**src/design/fpfs_pkg.sv**
```systemverilog
// Package for the frame pacer: widths, register indexes, sequencer states
// and small helpers shared by the top level and the serial divider.
// No dependencies.
package fpfs_pkg;

  localparam int COUNT_BITS = 16;                 // frame counter width, 8..32
  localparam int TIME_W     = 32;
  localparam int FPS_W      = 10;
  localparam int SKIP_W     = 8;
  localparam int OUT_W      = 16;
  localparam int CFG_IDX_W  = 4;
  localparam int CFG_DATA_W = 10;

  // dividend covers count*1000 and count*100
  localparam int DIV_W   = COUNT_BITS + 10;
  localparam int RHS_W   = FPS_W + TIME_W;
  localparam int CMP_W   = (DIV_W > RHS_W) ? DIV_W : RHS_W;
  localparam int DCNT_W  = $clog2(DIV_W + 1);

  localparam logic [TIME_W-1:0] MS_PER_SEC  = TIME_W'(1000);
  localparam logic [DIV_W-1:0]  FRAME_SCALE = DIV_W'(1000);
  localparam logic [DIV_W-1:0]  PCT_SCALE   = DIV_W'(100);
  localparam logic [OUT_W-1:0]  PCT_FULL    = OUT_W'(100);
  localparam logic [FPS_W-1:0]  FPS_RESET   = FPS_W'(25);
  localparam logic [SKIP_W-1:0] SKIP_RESET  = SKIP_W'(2);

  localparam logic [CFG_IDX_W-1:0] CFG_TARGET_FPS = CFG_IDX_W'(0);
  localparam logic [CFG_IDX_W-1:0] CFG_MAX_SKIP   = CFG_IDX_W'(1);

  typedef enum logic [2:0] {
    ST_IDLE,
    ST_PREP,
    ST_MUL,
    ST_CMP,
    ST_DIV_DELAY,
    ST_REPORT,
    ST_DIV_SPEED,
    ST_FINISH
  } fpfs_state_t;

  typedef struct packed {
    logic             start;
    logic [DIV_W-1:0] dividend;
    logic [FPS_W-1:0] divisor;
  } div_req_t;

  typedef struct packed {
    logic             done;
    logic [DIV_W-1:0] quotient;
  } div_rsp_t;

  function automatic logic [OUT_W-1:0] sat16(input logic [63:0] v);
    logic [63:0] lim;
    lim = 64'((1 << OUT_W) - 1);
    sat16 = (v > lim) ? OUT_W'(lim) : v[OUT_W-1:0];
  endfunction

  function automatic logic [COUNT_BITS-1:0] count_up(input logic [COUNT_BITS-1:0] c);
    count_up = (c != '1) ? c + COUNT_BITS'(1) : c;
  endfunction

endpackage

```
**src/design/fpfs_div.sv**
```systemverilog
// Restoring serial divider, one quotient bit per cycle, shared by the
// delay and speed computations. Depends on fpfs_pkg.
module fpfs_div
  import fpfs_pkg::*;
(
  input  logic     clk,
  input  logic     rst,
  input  div_req_t req,
  output div_rsp_t rsp
);

  logic [DIV_W-1:0]  quo;
  logic [FPS_W-1:0]  rem;
  logic [FPS_W-1:0]  dvsr;
  logic [DCNT_W-1:0] cnt;
  logic              busy;
  logic              done;

  logic [FPS_W:0]    rem_sh;
  logic              fits;

  always_comb begin
    rem_sh = {rem, quo[DIV_W-1]};
    fits   = rem_sh >= {1'b0, dvsr};
  end

  always_ff @(posedge clk) begin
    if (rst) begin
      busy <= 1'b0;
      done <= 1'b0;
      cnt  <= '0;
    end else begin
      done <= 1'b0;
      if (req.start) begin
        quo  <= req.dividend;
        rem  <= '0;
        dvsr <= req.divisor;
        cnt  <= DCNT_W'(DIV_W);
        busy <= 1'b1;
      end else if (busy) begin
        rem  <= fits ? FPS_W'(rem_sh - {1'b0, dvsr}) : rem_sh[FPS_W-1:0];
        quo  <= {quo[DIV_W-2:0], fits};
        cnt  <= cnt - DCNT_W'(1);
        if (cnt == DCNT_W'(1)) begin
          busy <= 1'b0;
          done <= 1'b1;
        end
      end
    end
  end

  assign rsp.done     = done;
  assign rsp.quotient = quo;

endmodule

```
**src/design/frame_pacer_with_frameskip.sv**
```systemverilog
// Frame pacer with frameskip: top level with the sequencer, pacing state,
// result register and configuration registers.
// Depends on fpfs_pkg and fpfs_div.
//
// Usage: one beat on the input channel per video frame carries now_ms, the
// current time in ms (modular 32 bit). Each input beat yields exactly one
// output beat: first_frame, skip_frame, delay_ms, frame_time_ms, and the
// once-a-second report (report_valid, fps_measured, speed_percent).
// The target rate (index 0) and max_skip (index 1) are written on the cfg
// channel; cfg_ready is high only while the sequencer is idle, and a pending
// write holds off the input in that cycle. A write to either register clears
// all pacing state, so the next frame only opens the windows again.
// From accept the sequencer runs prep, then (started, nonzero target) multiply
// and compare, a delay division when the frame comes too fast, the report step,
// a speed division when a report is due with a nonzero target, and finish; a
// first frame goes from prep straight to finish, a zero target skips to report.
// All division goes through one serial divider, one quotient bit per cycle.
// One item is in work at a time: in_stall is high from accept until the result
// is loaded into the output register.
// The output register holds its beat while out_stall is high; a new item may
// be accepted meanwhile and waits in its last step until the register frees.
// Reset (rst, synchronous) restores the 25 fps target, max_skip=2, clears state.
module frame_pacer_with_frameskip
  import fpfs_pkg::*;
(
  input  logic                  clk,
  input  logic                  rst,
  input  logic                  in_valid,
  output logic                  in_stall,
  input  logic [TIME_W-1:0]     now_ms,
  output logic                  out_valid,
  input  logic                  out_stall,
  output logic                  first_frame,
  output logic                  skip_frame,
  output logic [OUT_W-1:0]      delay_ms,
  output logic [OUT_W-1:0]      frame_time_ms,
  output logic                  report_valid,
  output logic [OUT_W-1:0]      fps_measured,
  output logic [OUT_W-1:0]      speed_percent,
  input  logic                  cfg_valid,
  output logic                  cfg_ready,
  input  logic [CFG_IDX_W-1:0]  cfg_index,
  input  logic [CFG_DATA_W-1:0] cfg_data
);

  fpfs_state_t state, state_next;

  // configuration
  logic [FPS_W-1:0]      fps_target;
  logic [SKIP_W-1:0]     max_skip;

  // pacing state
  logic                  started;
  logic [TIME_W-1:0]     sync_window_start;
  logic [COUNT_BITS-1:0] sync_frame_count;
  logic [SKIP_W-1:0]     skip_run;
  logic [TIME_W-1:0]     report_window_start;
  logic [COUNT_BITS-1:0] report_frame_count;
  logic [TIME_W-1:0]     previous_frame_time;

  // working registers
  logic [TIME_W-1:0]     now_r;
  logic [DIV_W-1:0]      lhs;
  logic [RHS_W-1:0]      rhs;
  logic                  res_first;
  logic [OUT_W-1:0]      res_delay;
  logic [OUT_W-1:0]      res_ftime;
  logic                  res_report;
  logic [OUT_W-1:0]      res_fps;
  logic [OUT_W-1:0]      res_speed;

  div_req_t div_req;
  div_rsp_t div_rsp;

  logic [CMP_W-1:0]      lhs_x, rhs_x;
  logic                  too_fast, on_rate;
  logic                  report_due;
  logic                  out_free;
  logic                  in_accept, cfg_write;
  logic [OUT_W-1:0]      q_sat;
  logic [TIME_W-1:0]     frame_gap, sync_elapsed;

  assign cfg_ready = (state == ST_IDLE);
  assign in_accept = in_valid && !in_stall;
  assign cfg_write = cfg_valid && cfg_ready;
  assign out_free  = !out_valid || !out_stall;

  always_comb begin
    lhs_x        = CMP_W'(lhs);
    rhs_x        = CMP_W'(rhs);
    on_rate      = lhs_x == rhs_x;
    too_fast     = lhs_x > rhs_x;
    report_due   = (now_r - report_window_start) >= MS_PER_SEC;
    q_sat        = sat16(64'(div_rsp.quotient));
    // modular 32-bit differences
    frame_gap    = now_r - previous_frame_time;
    sync_elapsed = now_r - sync_window_start;
  end

  fpfs_div u_div (
    .clk (clk),
    .rst (rst),
    .req (div_req),
    .rsp (div_rsp)
  );

  always_ff @(posedge clk) begin
    if (rst) begin
      state <= ST_IDLE;
    end else begin
      state <= state_next;
    end
  end

  always_comb begin
    state_next       = state;
    in_stall         = 1'b1;
    div_req.start    = 1'b0;
    div_req.divisor  = fps_target;
    div_req.dividend = DIV_W'(lhs_x - rhs_x);
    unique case (state)
      ST_IDLE: begin
        // a pending register write goes first
        in_stall = cfg_valid;
        if (in_accept) state_next = ST_PREP;
      end
      ST_PREP: begin
        if (!started)               state_next = ST_FINISH;
        else if (fps_target != '0)  state_next = ST_MUL;
        else                        state_next = ST_REPORT;
      end
      ST_MUL: state_next = ST_CMP;
      ST_CMP: begin
        if (!on_rate && too_fast) begin
          div_req.start = 1'b1;
          state_next    = ST_DIV_DELAY;
        end else begin
          state_next = ST_REPORT;
        end
      end
      ST_DIV_DELAY: begin
        if (div_rsp.done) state_next = ST_REPORT;
      end
      ST_REPORT: begin
        div_req.dividend = DIV_W'(report_frame_count) * PCT_SCALE;
        if (report_due && fps_target != '0) begin
          div_req.start = 1'b1;
          state_next    = ST_DIV_SPEED;
        end else begin
          state_next = ST_FINISH;
        end
      end
      ST_DIV_SPEED: begin
        if (div_rsp.done) state_next = ST_FINISH;
      end
      ST_FINISH: begin
        if (out_free) state_next = ST_IDLE;
      end
      default: state_next = ST_IDLE;
    endcase
  end

  always_ff @(posedge clk) begin
    if (rst) begin
      fps_target          <= FPS_RESET;
      max_skip            <= SKIP_RESET;
      started             <= 1'b0;
      sync_window_start   <= '0;
      sync_frame_count    <= '0;
      skip_run            <= '0;
      report_window_start <= '0;
      report_frame_count  <= '0;
      previous_frame_time <= '0;
      out_valid           <= 1'b0;
    end else begin
      if (state == ST_FINISH && out_free) out_valid <= 1'b1;
      else if (out_valid && !out_stall)   out_valid <= 1'b0;

      case (state)
        ST_IDLE: begin
          if (in_accept) now_r <= now_ms;
        end
        ST_PREP: begin
          res_first  <= !started;
          res_delay  <= '0;
          res_report <= 1'b0;
          res_fps    <= '0;
          res_speed  <= '0;
          if (!started) begin
            started             <= 1'b1;
            sync_window_start   <= now_r;
            report_window_start <= now_r;
            sync_frame_count    <= '0;
            report_frame_count  <= '0;
            skip_run            <= '0;
            previous_frame_time <= now_r;
            res_ftime           <= '0;
          end else begin
            res_ftime          <= sat16(64'(frame_gap));
            report_frame_count <= count_up(report_frame_count);
            if (fps_target != '0) sync_frame_count <= count_up(sync_frame_count);
          end
        end
        ST_MUL: begin
          lhs <= DIV_W'(sync_frame_count) * FRAME_SCALE;
          rhs <= RHS_W'(fps_target) * RHS_W'(sync_elapsed);
        end
        ST_CMP: begin
          if (on_rate) begin
            sync_window_start <= now_r;
            sync_frame_count  <= '0;
            skip_run          <= '0;
          end else if (too_fast) begin
            skip_run <= '0;
          end else if (skip_run < max_skip) begin
            skip_run <= skip_run + SKIP_W'(1);
          end else begin
            // skipped enough: give up catching up and restart the window
            sync_window_start <= now_r;
            sync_frame_count  <= '0;
            skip_run          <= '0;
          end
        end
        ST_DIV_DELAY: begin
          if (div_rsp.done) begin
            // delay assumed honored exactly
            res_delay <= q_sat;
            now_r     <= now_r + TIME_W'(q_sat);
          end
        end
        ST_REPORT: begin
          previous_frame_time <= now_r;
          if (report_due) begin
            res_report          <= 1'b1;
            res_fps             <= sat16(64'(report_frame_count));
            res_speed           <= PCT_FULL;
            report_window_start <= now_r;
            report_frame_count  <= '0;
          end
        end
        ST_DIV_SPEED: begin
          if (div_rsp.done) res_speed <= q_sat;
        end
        ST_FINISH: begin
          if (out_free) begin
            first_frame   <= res_first;
            skip_frame    <= skip_run != '0;
            delay_ms      <= res_delay;
            frame_time_ms <= res_ftime;
            report_valid  <= res_report;
            fps_measured  <= res_fps;
            speed_percent <= res_speed;
          end
        end
        default: ;
      endcase

      if (cfg_write && (cfg_index == CFG_TARGET_FPS || cfg_index == CFG_MAX_SKIP)) begin
        if (cfg_index == CFG_TARGET_FPS) fps_target <= cfg_data[FPS_W-1:0];
        else                             max_skip   <= cfg_data[SKIP_W-1:0];
        started             <= 1'b0;
        sync_window_start   <= '0;
        sync_frame_count    <= '0;
        skip_run            <= '0;
        report_window_start <= '0;
        report_frame_count  <= '0;
        previous_frame_time <= '0;
      end
    end
  end

  a_accept_leaves_idle: assert property (@(posedge clk) disable iff (rst)
    in_accept |=> state != ST_IDLE)
    else $error("accepted beat did not start the sequencer");

  a_div_start_place: assert property (@(posedge clk) disable iff (rst)
    div_req.start |-> (state == ST_CMP || state == ST_REPORT) && fps_target != '0)
    else $error("divider started outside its steps or with zero divisor");

  a_skip_bound: assert property (@(posedge clk) disable iff (rst)
    skip_run <= max_skip)
    else $error("skip run exceeds skip limit");

  a_div_done_waited: assert property (@(posedge clk) disable iff (rst)
    div_rsp.done |-> state == ST_DIV_DELAY || state == ST_DIV_SPEED)
    else $error("divider result with no step waiting for it");

endmodule

```
**config.mk**
```make
export PLATFORM = sky130hd
export DESIGN_NAME = frame_pacer_with_frameskip
export DESIGN_NICKNAME = d
export VERILOG_FILES = /design/src/design/fpfs_pkg.sv /design/src/design/fpfs_div.sv /design/src/design/frame_pacer_with_frameskip.sv
export SDC_FILE = /design/constraint.sdc
export NUM_CORES = 2
export LEC_CHECK = 0
export BUFFER_PORTS_ARGS = -buffer_cell sky130_fd_sc_hd__buf_4
export CAP_MARGIN = 20
export CORE_MARGIN = 2
export CORE_UTILIZATION = 30
export DETAILED_ROUTE_END_ITERATION = 6
export PLACE_DENSITY = 0.49
export SYNTH_ARGS = -nofsm -noshare
export SYNTH_HDL_FRONTEND = slang
export SYNTH_SLANG_ARGS = --single-unit
export TNS_END_PERCENT = 20
```
**constraint.sdc**
```tcl
create_clock -name clk -period 7.8 [get_ports clk]
set_input_delay 1.17 -clock clk [delete_from_list [all_inputs] [get_ports clk]]
set_output_delay 1.17 -clock clk [all_outputs]
set_load 0.005 [all_outputs]
```
Word-level counts from Yosys, hierarchy flattened. Cells that the tools add are included.

Add/sub/neg operators: 10. Multiply operators: 3. Magnitude comparators: 6. Equal/unequal tests: 23. Muxes and demuxes: 63. Bitwise operators: 3. Reduce and logical (&&, ||, !) cells: 46.

Operators by type and width (count): $pmux 32 s2 (4); $mux 16 (14); $mux 32 (7); $pmux 16 s2 (4); $sub 32x32->32 (3); $mux 26 (3); $pmux 16 s3 (1); $eq 26x42->1 (1); $gt 26x42->1 (1); $mul 10x32->42 (1); $add 16x1->16 const B (2); $add 32x16->32 (1); $ge 32x10->1 const B (1); $gt 32x16->1 const B (1); $mux 8 (4); $ne 16x16->1 const B (2); $gt 26x16->1 const B (1); $sub 26x26->26 (1); $pmux 3 s8 (1); $mul 16x7->23 const B (1); $mul 16x5->21 const B (1); $mux 10 (2); $mux 3 (6); $pmux 8 s2 (1); other kinds (32) (90).

Register bits after elaboration: 442. Word-level logic and storage cells: 188.

Longest topological paths before layout.
Word-level depth: 7. Depth in mapped cells: 34. Depth with buffers taken out: 34.

Modules after synthesis. From an unflattened synthesis, not the netlist that was laid out.

Cells, all modules: 4151. Area, all modules: 38778.4 µm².

Modules (own cells, without submodules): frame_pacer_with_frameskip (times used 1, cells an instance 3938, area each 36029.6 µm², seq. area each 10089.7 µm²); fpfs_div (times used 1, cells an instance 213, area each 2748.9 µm², seq. area each 1521.5 µm²).

Worst setup path after synthesis. No wires, ideal clock.

Path type: input-to-reg. Start point: in rst. End point: reg lhs[10], enable pin. Library setup time: 0.648 ns. Arrival time: 7.697 ns. Required time: 7.152 ns. Slack: -0.545 ns. Stages on the path: 3. Path buffers: 2. Cells stage by stage: clkbuf_1 > clkbuf_1 > nor4_1.

Longest elaborated chain between the ends: 2.

Ends and longest elaborated chain: start: declaration (RTL line frame_pacer_with_frameskip.sv:27) `input logic rst,`; $not 1->1 (no source line); $reduce_and 2->1 (no source line); end signal: assignment (RTL line frame_pacer_with_frameskip.sv:205) `lhs <= DIV_W'(sync_frame_count) * FRAME_SCALE;`; end: declaration (RTL line frame_pacer_with_frameskip.sv:63) `logic [DIV_W-1:0] lhs;`.

Every way passes these cells. A chain may end at the register's enable or synchronous reset.

Worst setup path in the final report.
Start point: reg now_r[0]. End point: reg rhs[40] (data pin).

Longest elaborated chain between the ends: 2.

Ends and longest elaborated chain: start: declaration (RTL line frame_pacer_with_frameskip.sv:62) `logic [TIME_W-1:0] now_r;`; start signal: assignment (RTL line frame_pacer_with_frameskip.sv:181) `if (in_accept) now_r <= now_ms;`; start signal: assignment (RTL line frame_pacer_with_frameskip.sv:228) `now_r <= now_r + TIME_W'(q_sat);`; $sub 32x32->32 (RTL line frame_pacer_with_frameskip.sv:97) `sync_elapsed = now_r - sync_window_start;`; $mul 10x32->42 (RTL line frame_pacer_with_frameskip.sv:206) `rhs <= RHS_W'(fps_target) * RHS_W'(sync_elapsed);`; end signal: assignment (RTL line frame_pacer_with_frameskip.sv:206); end: declaration (RTL line frame_pacer_with_frameskip.sv:64) `logic [RHS_W-1:0] rhs;`.

Every way passes these cells.

==> flow_summary.yaml <==
run_status:
  run_status: "complete, but fails checks"
  violations: "setup timing"
floorplan:
  row_count: 132
  io_pins: 121
  start_util_pct: 30.24
  die_height_um: 365.3
  core_region_area_mm2: 0.1295
  dieArea_mm2: 0.1334
  die_w_um: 365.3
placed_design:
  dp_slack_ps: -670.5
  gp_congestion: 0.8493
  port_buffers: 120
  dpl.hpwl_mm: 84.81
  place_area_mm2: 0.04366
route:
  highest_layer: "met4"
  wl_met3_mm: 5.154
  routed_wl_mm: 109.6
  viasPerCell: 4.908
  route.detailed.drc: 0
  routed-wl-met2_mm: 50.01
  vias: 30820
  drtIter0Drc: 1765
  post_drt_wl_per_cell_um: 17.45
  dr.pass1.iters: 7
  drt-met1-wl_mm: 51.49
  ant_nets: 0
setup_path:
  slowest_stage: "fa_1"
  critical-path-top-delay-family: "adder cells"
  cp.arrival_ps: 8260
  critPathRequiredTime_ps: 8170
  reg2reg_slack_ps: -90
  setup.worst_path.class: "flip-flop to flip-flop"
  cp_max_fo: 3
  start_kind: "flip-flop"
  cp_num_buf_inv: 10
  slowest_delay_ps: 560
  path_depth: 38
  ff2ff_path_depth: 38
  critPathMostFrequentCell: "fa_1"
  cp-end-kind: "flip-flop"
synthesis:
  synth_top_area_cell: "edfxtp_1"
  yosysMostFrequentCell: "inv_1"
  synth_top_area_share_pct: 21.17
  synth_top_cells_by_count: "512 x inv_1, 398 x nand2_1, 337 x ha_1"
  synthCells: 4188
  yosys-top-cells-area: "edfxtp_1 21%, fa_1 16%, ha_1 11%"
  synth_nets: 4884
  synth_edf_count: 276
  synth-seq-cells: 442
  synth_cell_type_count: 97
  yosysWarnings: 0
  ys_seq_area_share_pct: 29.65
  synth_area_per_cell_um2: 9.350
  dominantRegCellSynth: "edfxtp_1"
  syn-cell-area_mm2: 0.03916
  async_flop_share_pct: 0
cells_and_area:
  area_growth_pct: 18.62
  drive_above_1_share_pct: 14.98
  fillers: 13310
  num_antenna_cells: 0
  final_cell_area_mm2: 0.04645
  fin_nets: 5187
sta:
  grt_setup_unrepaired: "true"
  skew_ps: 45.21
  setup_slack_ps: -87.85
  final_max_slew_viol_count: 0
  worstMarginPinSlew_ps: 1069
  setup_viol_count_final: 3
  whs_ps: 417.0
  period_share_pct: 101.1
  fmax_mhz: 126.8
  period_needed_ps: 7888
  relSlewSlack_pct: 28.50
  hold_violations: 0
global_routing:
  grtUsageTotal_pct: 16.47
  grt_start_max_net_pins: 77
  grt_pass1_wl_mm: 173.4
  grt_pass1_vias: 30210
  grt-ovfl-total: 0
  antenna_found_initial: 1
clocking:
  tritoncts.num_buffers: 56
  clk_pin_slew_ps: 60
  root_buffer: "clkbuf_16"
  cts_buffer_depth: 3
  cts_tree: "yes"
  h-tree-depth: 2
  cts_sinks: 442
  insertion_delay_ps: 670
  holdBufCountCts: 0
hold_path:
  holdPathStages: 0
  hold_class: "flip-flop to flip-flop"
flow_run:
  drv_cap: 0
## repair_timing
| action | CTS | global route |
|---|---|---|
| pin swaps | 100 | 49 |
| buffers inserted | 19 | 7 |
| setup endpoints to repair | 16 | 18 |
| gates resized for setup | 89 | 28 |
## cell type report
cell class	count	area, um2	share of cell area (%)
Inverter	513	1926	4.146
Sequential cell	442	11620	25.01
Tap cell	1742	2180	4.693
Multi-Input combinational cell	3078	25670	55.27
Clock buffer	69	1500	3.230
Clock inverter	36	508.0	1.094
Timing Repair Buffer	400	3048	6.562
## worst reg2reg max path: cells and delay by family (launching register included)
kind	cells	cell delay (ps)
xor+xnor	1	160
flops	1	360
fa+ha+maj	8	3290
compound gates	12	1910
simple gates	7	830
buf+inv	10	1030
## metal layers
layer,up-vias,track usage (%)
li1,15090,-
met1,15060,22.81
met2,552,26.29
met3,120,2.693
met4,0,4.930
met5,-,0
## cell usage in the layout, fill, tap and decap left out, types with 19 or more instances in the layout
master and n:
o21ai_0 173, a211oi_1 25, edfxtp_1 276, nor4b_1 23, and2_1 142, fa_1 306, mux2i_1 61, clkbuf_16 56
nor2_1 294, a21oi_1 242, ha_1 317, inv_1 499, nand3_1 78, buf_4 395, dfxtp_1 162, ha_4 19
nor2b_1 62, nor4_1 25, xnor2_1 109, o32ai_1 32, nand2_1 394, a21o_1 71, a21oi_2 21, nand4_1 43
o21bai_1 21, and3_1 33, nor3_1 56, xor2_1 62, o211ai_1 32, nand2b_1 36, o21a_1 48
## sequential cells by signal, indices dropped and copies added (netlist names), 23 cells and up
signal,flops
sync_window_start,32
report_window_start,32
u_div.quo,26
previous_frame_time,32
lhs,23
now_r,32
rhs,42
## final timing paths
| kind | from | to |
|---|---|---|
| max reg2reg | now_r[0]$_DFFE_PP_ | rhs[40]$_DFFE_PP_ |
| min reg2reg | res_delay[4]$_SDFFCE_PN0P_ | delay_ms[4]$_DFFE_PP_ |
| min | res_delay[4]$_SDFFCE_PN0P_ | delay_ms[4]$_DFFE_PP_ |
| max | now_r[0]$_DFFE_PP_ | rhs[40]$_DFFE_PP_ |
## logic make-up (layout without fill, tap and decap cells)
family	Yosys count	count (layout)	share of synthesized area, %
xor+xnor	180	180	4.026
fa+ha+maj	645	645	26.52
flops	442	442	29.65
buf+inv	668	1018	6.519
mux	80	80	2.221
compound gates	873	873	14.63
simple gates	1300	1300	16.44
## metrics by stage
step                      util [%]  cells  TNS (ps)
final                        35.87   6280    -227.4
after global routing         35.87   6280     -3315
after CTS                    35.75   6274    -380.9
after detailed placement     33.72   6150     -4127
after global placement       33.71   6149     -2885
after floorplan                  -   4188         0
Power is left out: the tool's default activity adds up to more than one toggle a clock period on the data nets, which glitch-free logic cannot reach.
